**src/rtl/core/rlfe_pkg.sv**
```systemverilog
`default_nettype none
package rlfe_pkg;

  localparam int CHANNELS_DEF  = 3;
  localparam int FRAC_BITS_DEF = 8;
  localparam int TARGET_W      = 8;
  localparam int TIME_W        = 12;
  localparam int PWM_W         = 10;
  // sixteen ticks per time unit
  localparam int TICK_SHIFT    = 4;

  typedef enum logic [2:0] {
    S_IDLE,
    S_CMD,
    S_DIV,
    S_TICK,
    S_FINISH
  } fade_state_t;

endpackage
`default_nettype wire

```
**src/rtl/core/rlfe_div.sv**
```systemverilog
`default_nettype none
module rlfe_div import rlfe_pkg::*; #(
  parameter int DW = 16
) (
  input  wire logic              clk,
  input  wire logic              rst,
  input  wire logic              start,
  input  wire logic [DW-1:0]     dividend,
  input  wire logic [TIME_W-1:0] divisor,
  output logic                   done,
  output logic [DW-1:0]          quotient
);

  localparam int CNTW = $clog2(DW);

  logic [TIME_W-1:0] rem;
  logic [DW-1:0]     quot;
  logic [CNTW-1:0]   cnt;
  logic              running;

  logic [TIME_W:0] trial;
  logic [TIME_W:0] diff;
  logic            ge;

  // one quotient bit per cycle, dividend shifts out as quotient shifts in
  always_comb begin
    trial = {rem, quot[DW-1]};
    diff  = trial - {1'b0, divisor};
    ge    = (trial >= {1'b0, divisor});
  end

  always_ff @(posedge clk) begin
    if (rst) begin
      running <= 1'b0;
      done    <= 1'b0;
      cnt     <= '0;
    end else begin
      done <= 1'b0;
      if (start) begin
        running <= 1'b1;
        cnt     <= '0;
      end else if (running) begin
        cnt <= cnt + 1'b1;
        if (cnt == CNTW'(DW - 1)) begin
          running <= 1'b0;
          done    <= 1'b1;
        end
      end
    end
  end

  always_ff @(posedge clk) begin
    if (start) begin
      rem  <= '0;
      quot <= dividend;
    end else if (running) begin
      quot <= {quot[DW-2:0], ge};
      rem  <= ge ? diff[TIME_W-1:0] : trial[TIME_W-1:0];
    end
  end

  assign quotient = quot;

endmodule
`default_nettype wire

```
**src/rtl/core/rlfe_tick.sv**
```systemverilog
`default_nettype none
module rlfe_tick import rlfe_pkg::*; #(
  parameter int LW = 16
) (
  input  wire logic [LW-1:0]       level,
  input  wire logic signed [LW:0]  step,
  input  wire logic [LW-1:0]       end_level,
  input  wire logic                lamp_on,
  output logic [LW-1:0]            level_next,
  output logic                     moved
);

  // one channel moved by one step, clamped at its end point
  rlfe_step #(.LW(LW)) u_step (
    .level      (level),
    .step       (step),
    .end_level  (end_level),
    .lamp_on    (lamp_on),
    .level_next (level_next),
    .moved      (moved)
  );

endmodule
`default_nettype wire

```
**src/rtl/core/rlfe_step.sv**
```systemverilog
`default_nettype none
module rlfe_step import rlfe_pkg::*; #(
  parameter int LW = 16
) (
  input  wire logic [LW-1:0]      level,
  input  wire logic signed [LW:0] step,
  input  wire logic [LW-1:0]      end_level,
  input  wire logic               lamp_on,
  output logic [LW-1:0]           level_next,
  output logic                    moved
);

  logic signed [LW+1:0] vx;
  logic signed [LW+1:0] sx;
  logic signed [LW+1:0] ex;
  logic signed [LW+1:0] sum;
  logic signed [LW+1:0] lvl_max;

  always_comb begin
    vx      = $signed({2'b00, level});
    sx      = {step[LW], step};
    ex      = $signed({2'b00, end_level});
    lvl_max = $signed({2'b00, {LW{1'b1}}});
    moved   = (level != end_level);
    if (lamp_on) begin
      sum = vx + sx;
      // never run past the target
      if ((sx > 0 && sum > ex) || (sx < 0 && sum < ex)) begin
        sum = ex;
      end
    end else begin
      sum = vx - sx;
    end
    if (sum < 0) begin
      sum = '0;
    end else if (sum > lvl_max) begin
      sum = lvl_max;
    end
    level_next = moved ? sum[LW-1:0] : level;
  end

endmodule
`default_nettype wire

```
**src/rtl/core/rgb_linear_fade_engine_unit.sv**
```systemverilog
`default_nettype none
// channel | handshake              | payload
// --------+------------------------+-------------------------------------------
// in      | in_valid / in_stall    | mode, light_on, target_*, transition_time
// out     | out_valid / out_stall  | pwm_red, pwm_green, pwm_blue, in_transition
//
// tick: one channel per cycle through the step adder.
// command: channels in turn, paced by the bit-serial divider (one quotient
// bit per cycle); zero time skips the divider and jumps to the end points.
// one transaction is worked at a time; a new one is taken while the last
// result waits. synchronous reset clears levels, steps and goals.
// out_stall only holds the finishing result until the output register frees.
module rgb_linear_fade_engine_unit import rlfe_pkg::*; #(
  parameter int CHANNELS  = CHANNELS_DEF,
  parameter int FRAC_BITS = FRAC_BITS_DEF
) (
  input  wire logic                clk,
  input  wire logic                rst,
  input  wire logic                in_valid,
  output logic                     in_stall,
  input  wire logic                mode,
  input  wire logic                light_on,
  input  wire logic [TARGET_W-1:0] target_red,
  input  wire logic [TARGET_W-1:0] target_green,
  input  wire logic [TARGET_W-1:0] target_blue,
  input  wire logic [TIME_W-1:0]   transition_time,
  output logic                     out_valid,
  input  wire logic                out_stall,
  output logic [PWM_W-1:0]         pwm_red,
  output logic [PWM_W-1:0]         pwm_green,
  output logic [PWM_W-1:0]         pwm_blue,
  output logic                     in_transition
);

  localparam int LW = TARGET_W + FRAC_BITS;
  localparam int CW = (CHANNELS > 1) ? $clog2(CHANNELS) : 1;

  fade_state_t state, state_next;

  logic [LW-1:0]       level_now  [CHANNELS];
  logic signed [LW:0]  step_size  [CHANNELS];
  logic [TARGET_W-1:0] level_goal [CHANNELS];
  logic                lamp_on;

  logic [CW-1:0]       ch;
  logic [TARGET_W-1:0] tgt_r, tgt_g, tgt_b;
  logic [TIME_W-1:0]   t_units;
  logic                changed;

  logic                in_take;
  logic                out_load;
  logic                last_ch;
  logic                div_start;
  logic                div_done;
  logic [LW-1:0]       div_quot;

  logic [TARGET_W-1:0] goal_sel;
  logic [LW-1:0]       end_cmd;
  logic [LW-1:0]       end_tick;
  logic signed [LW:0]  delta;
  logic [LW-1:0]       mag;
  logic                neg;
  logic [LW-1:0]       q;
  logic signed [LW:0]  step_new;
  logic [LW-1:0]       tick_level;
  logic                tick_moved;

  assign in_take = in_valid && !in_stall;
  assign last_ch = (ch == CW'(CHANNELS - 1));

  // channels past the third take target zero
  always_comb begin
    priority case (ch)
      CW'(0):  goal_sel = tgt_r;
      CW'(1):  goal_sel = (CHANNELS > 1) ? tgt_g : '0;
      CW'(2):  goal_sel = (CHANNELS > 2) ? tgt_b : '0;
      default: goal_sel = '0;
    endcase
  end

  always_comb begin
    end_cmd  = lamp_on ? {goal_sel, {FRAC_BITS{1'b0}}} : '0;
    end_tick = lamp_on ? {level_goal[ch], {FRAC_BITS{1'b0}}} : '0;
    delta    = $signed({1'b0, end_cmd}) - $signed({1'b0, level_now[ch]});
    neg      = lamp_on && delta[LW];
    if (!lamp_on) begin
      mag = level_now[ch];
    end else if (neg) begin
      mag = LW'(-delta);
    end else begin
      mag = delta[LW-1:0];
    end
    q = div_quot >> TICK_SHIFT;
    // a fade always finishes: at least one lsb per tick
    if (q == '0 && mag != '0) begin
      q = LW'(1);
    end
    step_new = neg ? -$signed({1'b0, q}) : $signed({1'b0, q});
  end

  rlfe_div #(.DW(LW)) u_div (
    .clk      (clk),
    .rst      (rst),
    .start    (div_start),
    .dividend (mag),
    .divisor  (t_units),
    .done     (div_done),
    .quotient (div_quot)
  );

  rlfe_tick #(.LW(LW)) u_tick (
    .level      (level_now[ch]),
    .step       (step_size[ch]),
    .end_level  (end_tick),
    .lamp_on    (lamp_on),
    .level_next (tick_level),
    .moved      (tick_moved)
  );

  always_comb begin
    state_next = state;
    unique case (state)
      S_IDLE: begin
        if (in_take) state_next = mode ? S_CMD : S_TICK;
      end
      S_CMD: begin
        if (t_units != '0) state_next = S_DIV;
        else if (last_ch)  state_next = S_FINISH;
      end
      S_DIV: begin
        if (div_done) state_next = last_ch ? S_FINISH : S_CMD;
      end
      S_TICK: begin
        if (last_ch) state_next = S_FINISH;
      end
      S_FINISH: begin
        if (!out_valid || !out_stall) state_next = S_IDLE;
      end
      default: state_next = S_IDLE;
    endcase
  end

  always_comb begin
    in_stall  = (state != S_IDLE);
    div_start = (state == S_CMD) && (t_units != '0);
    out_load  = (state == S_FINISH) && (!out_valid || !out_stall);
  end

  always_ff @(posedge clk) begin
    if (rst) begin
      state <= S_IDLE;
    end else begin
      state <= state_next;
    end
  end

  always_ff @(posedge clk) begin
    if (rst) begin
      lamp_on <= 1'b0;
      ch      <= '0;
      changed <= 1'b0;
      for (int c = 0; c < CHANNELS; c++) begin
        level_now[c]  <= '0;
        step_size[c]  <= '0;
        level_goal[c] <= '0;
      end
    end else begin
      unique case (state)
        S_IDLE: begin
          ch      <= '0;
          changed <= 1'b0;
          if (in_take && mode) lamp_on <= light_on;
        end
        S_CMD: begin
          level_goal[ch] <= goal_sel;
          if (t_units == '0) begin
            // zero time: jump straight to the end point
            if (level_now[ch] != end_cmd) changed <= 1'b1;
            level_now[ch] <= end_cmd;
            step_size[ch] <= '0;
            ch <= ch + 1'b1;
          end
        end
        S_DIV: begin
          if (div_done) begin
            step_size[ch] <= step_new;
            ch <= ch + 1'b1;
          end
        end
        S_TICK: begin
          level_now[ch] <= tick_level;
          if (tick_moved) changed <= 1'b1;
          ch <= ch + 1'b1;
        end
        S_FINISH: begin
          ch <= '0;
        end
        default: begin
          ch <= '0;
        end
      endcase
    end
  end

  always_ff @(posedge clk) begin
    if (in_take && mode) begin
      tgt_r   <= target_red;
      tgt_g   <= target_green;
      tgt_b   <= target_blue;
      t_units <= transition_time;
    end
  end

  always_ff @(posedge clk) begin
    if (rst) begin
      out_valid <= 1'b0;
    end else if (out_load) begin
      out_valid <= 1'b1;
    end else if (!out_stall) begin
      out_valid <= 1'b0;
    end
  end

  logic [PWM_W-1:0] pwm_ch [3];

  for (genvar g = 0; g < 3; g++) begin : g_pwm
    if (g < CHANNELS) begin : g_on
      assign pwm_ch[g] = level_now[g][LW-1:FRAC_BITS-2];
    end else begin : g_off
      assign pwm_ch[g] = '0;
    end
  end

  always_ff @(posedge clk) begin
    if (out_load) begin
      pwm_red       <= pwm_ch[0];
      pwm_green     <= pwm_ch[1];
      pwm_blue      <= pwm_ch[2];
      in_transition <= changed;
    end
  end

endmodule
`default_nettype wire
```
**config.mk**
```make
export PLATFORM = sky130hd
export DESIGN_NAME = rgb_linear_fade_engine_unit
export DESIGN_NICKNAME = d
export VERILOG_FILES = /design/src/rtl/core/rlfe_pkg.sv /design/src/rtl/core/rlfe_div.sv /design/src/rtl/core/rlfe_tick.sv /design/src/rtl/core/rlfe_step.sv /design/src/rtl/core/rgb_linear_fade_engine_unit.sv
export SDC_FILE = /design/constraint.sdc
export NUM_CORES = 1
export LEC_CHECK = 0
export BUFFER_PORTS_ARGS = -buffer_cell sky130_fd_sc_hd__buf_2
export CAP_MARGIN = 20
export CORE_UTILIZATION = 30
export DETAILED_ROUTE_END_ITERATION = 8
export GPL_TIMING_DRIVEN = 0
export PLACE_DENSITY = 0.47
export SLEW_MARGIN = 20
export SYNTH_ARGS = -nofsm -noshare
export SYNTH_HDL_FRONTEND = slang
export SYNTH_SLANG_ARGS = --single-unit
```
**constraint.sdc**
```tcl
create_clock -name clk -period 6.9 [get_ports clk]
set_input_delay 1.035 -clock clk [delete_from_list [all_inputs] [get_ports clk]]
set_output_delay 1.035 -clock clk [all_outputs]
set_load 0.01 [all_outputs]
```
== Word level (Yosys, flattened, before mapping) ==
Memories as Yosys holds them, arrays and structs flattened. A register that Yosys moved wholly into a read port is not among the register bits.
Index checks and enable logic that the tools add are counted.

* Output and inout bits: 33
* Word-level logic and storage cells: 152
* Register bits: 79
* Memories: 3
* Bits in writable memories: 123

* Reductions and logical operators: 31
* Mux-type cells: 69
* Equality and inequality tests: 16
* $add $sub $neg: 8
* Bitwise operators: 3
* Magnitude comparators: 7

{| class="wikitable"
|+ Memory list
! name !! depth !! bits a word !! read ports !! clocked after Yosys merged registers in !! write ports !! line !! text
|-
| step_size || 3 || 17 || 1 || 1 || 3 || rgb_linear_fade_engine_unit.sv:41 || <nowiki>logic signed [LW:0] step_size [CHANNELS];</nowiki>
|-
| level_now || 3 || 16 || 4 || 4 || 3 || rgb_linear_fade_engine_unit.sv:40 || <nowiki>logic [LW-1:0] level_now [CHANNELS];</nowiki>
|-
| level_goal || 3 || 8 || 1 || 1 || 3 || rgb_linear_fade_engine_unit.sv:42 || <nowiki>logic [TARGET_W-1:0] level_goal [CHANNELS];</nowiki>
|}

{| class="wikitable"
|+ Operators with widths
! cell !! count
|-
| $mux 16 || 11
|-
| $mux 17 || 3
|-
| $mux 18 || 2
|-
| $ne 16x16->1 || 2
|-
| $mux 1 || 28
|-
| $mux 12 || 2
|-
| $mux 2 || 12
|-
| $pmux 8 s3 || 1
|-
| $add 17x17->18 || 1
|-
| $gt 18x17->1 || 1
|-
| $gt 18x17->1 const B || 1
|-
| $lt 18x1->1 const B || 1
|-
| $lt 18x17->1 || 1
|-
| $mux 3 || 6
|-
| $sub 17x17->18 || 1
|-
| $gt 17x1->1 const B || 1
|-
| $lt 17x1->1 const B || 1
|-
| $neg 16->17 || 1
|-
| $reduce_or 17->1 || 1
|-
| $sub 16x16->17 || 1
|-
| $logic_not 16->1 || 1
|-
| $neg 16->16 || 1
|-
| $reduce_bool 16->1 || 1
|-
| $reduce_or 16->1 || 1
|-
| other kinds (33) || 52
|}

== Depth between registers and ports, before layout ==
* Depth after elaboration: 14
* Mapped depth: 27
* Mapped depth without buffers: 23

== Modules after synthesis ==
Synthesis repeated with hierarchy kept, for this count alone.

* Cell total of the unflattened synthesis: 1565
* Area total of the unflattened synthesis: 16668.5 um^2

{| class="wikitable"
|+ Modules (own cells, without submodules)
! module !! cells an instance !! seq. area each (um^2) !! area each (um^2) !! times used
|-
| rgb_linear_fade_engine_unit || 937 || 7136.8 || 11725.0 || 1
|-
| rlfe_step || 412 || 0.0 || 2850.2 || 1
|-
| rlfe_div || 216 || 840.8 || 2093.3 || 1
|}

== Least setup slack after synthesis ==
OpenSTA, ideal clock, no wires.

* Path kind: register to register
* Start: reg (tool-made name)
* End: mem level_now[0][10] (data pin)
* Arrival: 6.046 ns
* Stages on the path, launching flop included: 24
* Path buffers: 4
* Slack: 0.569 ns
* Data required time: 6.616 ns
* Cell sequence: dfxtp_1 -> buf_2 -> buf_2 -> buf_1 -> clkbuf_1 -> mux4_2 -> ha_1 -> fa_1 -> nor2b_1 -> o21a_1 -> o21ai_0 -> a21oi_1 -> o21bai_1 -> a21oi_1 -> o21a_1 -> o211a_1 -> ha_1 -> and4_1 -> nand4_1 -> o311ai_1 -> nand3_1 -> mux2_2 -> a2111oi_1 -> nor3_1

{| class="wikitable"
|+ RTL lines
! what !! line
|-
| end: declaration || rgb_linear_fade_engine_unit.sv:40
|}

==> flow_summary.ini <==
[drt]
wl_per_cell_um = 21.93
drtPass1Iterations = 5
vias = 12890
ant_nets = 0
route.detailed.drc = 0
drt-total-wl_mm = 51.91
drtIter0Drc = 1144
viasPerCell = 5.446

[timing]
hold_viol = 0
relSlewSlack = 0.2495
max_freq_mhz = 150.5
final-setup-viol-count = 0
timing.final.crit_share = 0.9628
fin_crit_ps = 6644
maxSlewViolCount = 0
setup_slack_ps = 256.4
rsz0062_at_grt = true
tightest_slew_ps = 1116
clock_skew_ps = 31.50

[global_route]
grt_pass1_wl_mm = 77.74
antenna_found_initial = 0
grt_max_degree = 26
grt_pass1_vias = 12505
grt_overflow = 0
grt_use_total = 0.1901

[setup_path]
worstPathCellList = buf_2 -> buf_4 -> buf_6 -> mux4_2 -> inv_1 -> ha_1 -> nand4_1 -> or4_4 -> nor4_4 -> buf_4 -> or2_2 -> buf_2 -> a211oi_1 -> nor3_1 -> nand2_1 -> a2111oi_4 -> nand3_4 -> a31oi_4 -> ha_1 -> nand3b_1 -> o31ai_2 -> xor2_1 -> nor2_1 -> and2_1
path_class = flip-flop to flip-flop
regToRegSetupSlack_ps = 260
cp-start-kind = flip-flop
crit_slowest_cell = or4_4
worstPathRequired_ps = 7170
cp.arrival_ps = 6920
slowest_delay_ps = 490
end_kind = flip-flop
cp_max_fo = 10

[cts]
cts_sinks = 275
cts_tree = yes
cts_made_buffers = 35
clk_latency_ps = 550
clockBufferDepth = 3
root_buffer = clkbuf_16
clkTransAtPathRegs_ps = 50
htreeDepth = 2

[yosys]
syn-cell-area_mm2 = 0.01622
synth_most_common_cell = edfxtp_1
synth_top_area_share = 0.4573
syn_nets = 1647
synthCells = 1533
synthTopCellsByCount = edfxtp_1 (247), nor2_1 (162), nand2_1 (120)
yosys_warnings = 0
synth_flop_cell = edfxtp_1
synth_xor_area_frac = 0.02538
ys_ff_latch = 275
async_flop_share = 0
synth_top_family_by_area = simple AND/OR/NAND/NOR gates
synth-compound-area-share = 0.1437
ys_types = 84
synth-edff-count = 247
synthAdderAreaFrac = 0.05694
synth_area_leader_cell = edfxtp_1
synth_mux_area_frac = 0.06797
yosys-top-cells-area = edfxtp_1 (46%), mux4_2 (5.6%), ha_1 (5.3%)
seq_area_frac_synth = 0.4919
synth-simple-area-share = 0.1738
avgSynthCellArea_um2 = 10.58

[finish]
post-route-util = 0.3586
stdcell_area_mm2 = 0.01899
nets = 1767
drive_gt1_frac = 0.1620
diodes = 0
syn_to_final_growth_pct = 17.12

[pwr]
intPower_w = 0.004492
static-leakage-power_nw = 6.884
swShare = 0.4344
combPwrFrac = 0.505
p_per_area_mw_per_mm2 = 418.1
p_seq_frac = 0.274
switching_power_w = 0.003450
pwr-share-clk = 0.221
vdd_drop_max_v = 0.0002608

[run_status]
status = finished, final reports clean

[placement]
portBuffers = 74
placedInstanceArea_mm2 = 0.01752
place_hpwl_mm = 38.37
place_ws_ps = -2051
gp_congestion = 0.9534

[floorplanning]
floorplan.initialDensity = 0.3062
die-width_um = 234.5
die_h_um = 234.5
rows = 84
die_area_mm2 = 0.05499
core_area_mm2 = 0.05297
ioPinCount = 75

[min_path]
min_path_type = flip-flop to flip-flop

[run]
maxCapViolations = 0
## sequential cells by signal, indices dropped and copies added (netlist names), 4 cells and up, named ones only
signal	count
tgt_b	8
u_div.rem	12
pwm_green	10
tgt_r	8
pwm_blue	10
u_div.cnt	4
level_now	64
t_units	12
tgt_g	8
step_size	68
level_goal	32
pwm_red	10
u_div.quotient	16
## through the flow
stage          setup TNS, ps  hold slack (ps)  power (W)  instances
2_1_floorplan              0            409.0   0.004779       1533
3_3_place_gp         -115750            427.4   0.005919       2295
3_5_place_dp         -107850            417.5   0.005934       2298
4_1_cts                    0            442.4   0.007825       2362
5_1_grt               -34.36            457.6   0.008421       2367
6_report                   0            436.2   0.007942       2367
## area by class of cell
cell class                      instances  area, µm²
Buffer                                 70      354.1
Clock buffer                           41      929.6
Clock inverter                         22      173.9
Fill cell                            5400      33980
Inverter                               90      337.8
Multi-Input combinational cell       1093       7843
Sequential cell                       275       7978
Tap cell                              688      860.8
Timing Repair Buffer                   88      518.0
## worst max-delay path, delay by kind of cell, from the launching register on
family                     cells  cell delay, ps
and+or+nand+nor               10            2430
buffers and inverters          6            1300
AOI/OAI and AO/OA              4             990
adders and majority gates      2             660
muxes                          1             410
DFF                            1             300
xor gates and xnor gates       1             220
## cells in the final DEF, fill, tap and decap left out, types with 9 or more instances in the layout
master,n
a211o_1,9
a211oi_1,13
a21o_1,14
a21oi_1,79
a31o_2,11
a31oi_1,30
and2_1,43
and3_1,15
buf_2,78
buf_4,14
clkbuf_1,52
clkbuf_16,36
clkinv_1,10
dfxtp_1,28
edfxtp_1,247
ha_1,65
inv_1,89
mux2_2,9
mux2i_1,10
mux4_2,40
nand2_1,119
nand2b_1,22
nand3_1,33
nand4_1,20
nor2_1,160
nor2b_1,15
nor3_1,57
nor4_1,16
o211ai_1,14
o21a_1,11
o21ai_0,78
o31ai_1,9
or3_1,16
xnor2_1,33
xor2_1,14
## power groups by stage
stage,Clock [W],Sequential [W],Combinational (W)
after floorplan,0,0.00216,0.00262
after global placement,0,0.00220,0.00372
after detailed placement,0,0.00221,0.00373
after CTS,0.00180,0.00217,0.00385
after global routing,0.00186,0.00220,0.00437
final,0.00175,0.00217,0.00401
## kinds of logic (layout without fill, tap and decap cells)
logic type,after synthesis,after routing
flops,275,275
compound gates,351,351
buf+inv,165,311
simple gates,564,564
xor+xnor,47,47
fa+ha+maj,72,72
mux,59,59
## routing by layer
| layer | GRT usage | vias up | wire length [µm] |
|---|---|---|---|
| li1 | - | 5983 | - |
| met1 | 0.2662 | 6395 | 23760 |
| met2 | 0.3025 | 444 | 23770 |
| met3 | 0.02955 | 68 | 3173 |
| met4 | 0.05444 | 0 | 1211 |
| met5 | 0 | - | 0 |
## what timing repair did
| action | CTS | global route |
|---|---|---|
| buffers inserted | 4 | 7 |
| hold buffers | 0 | 0 |
| resized for setup | 35 | 43 |
| endpoints found under the hold margin | 0 | 0 |
| pin swaps | 2 | 8 |
| setup endpoints to repair | 117 | 89 |
## path summary, 6_finish.rpt
kind / start / endpoint / depth (start not counted)
max: flip-flop / step_size[1][10]$_SDFFCE_PN0P_ / 24
min reg2reg: changed$_SDFFE_PP0P_ / in_transition$_DFFE_PP_ / 0
min: changed$_SDFFE_PP0P_ / in_transition$_DFFE_PP_ / 0
max reg2reg: flip-flop / step_size[1][10]$_SDFFCE_PN0P_ / 24
(Power assumes the default switching activity.)
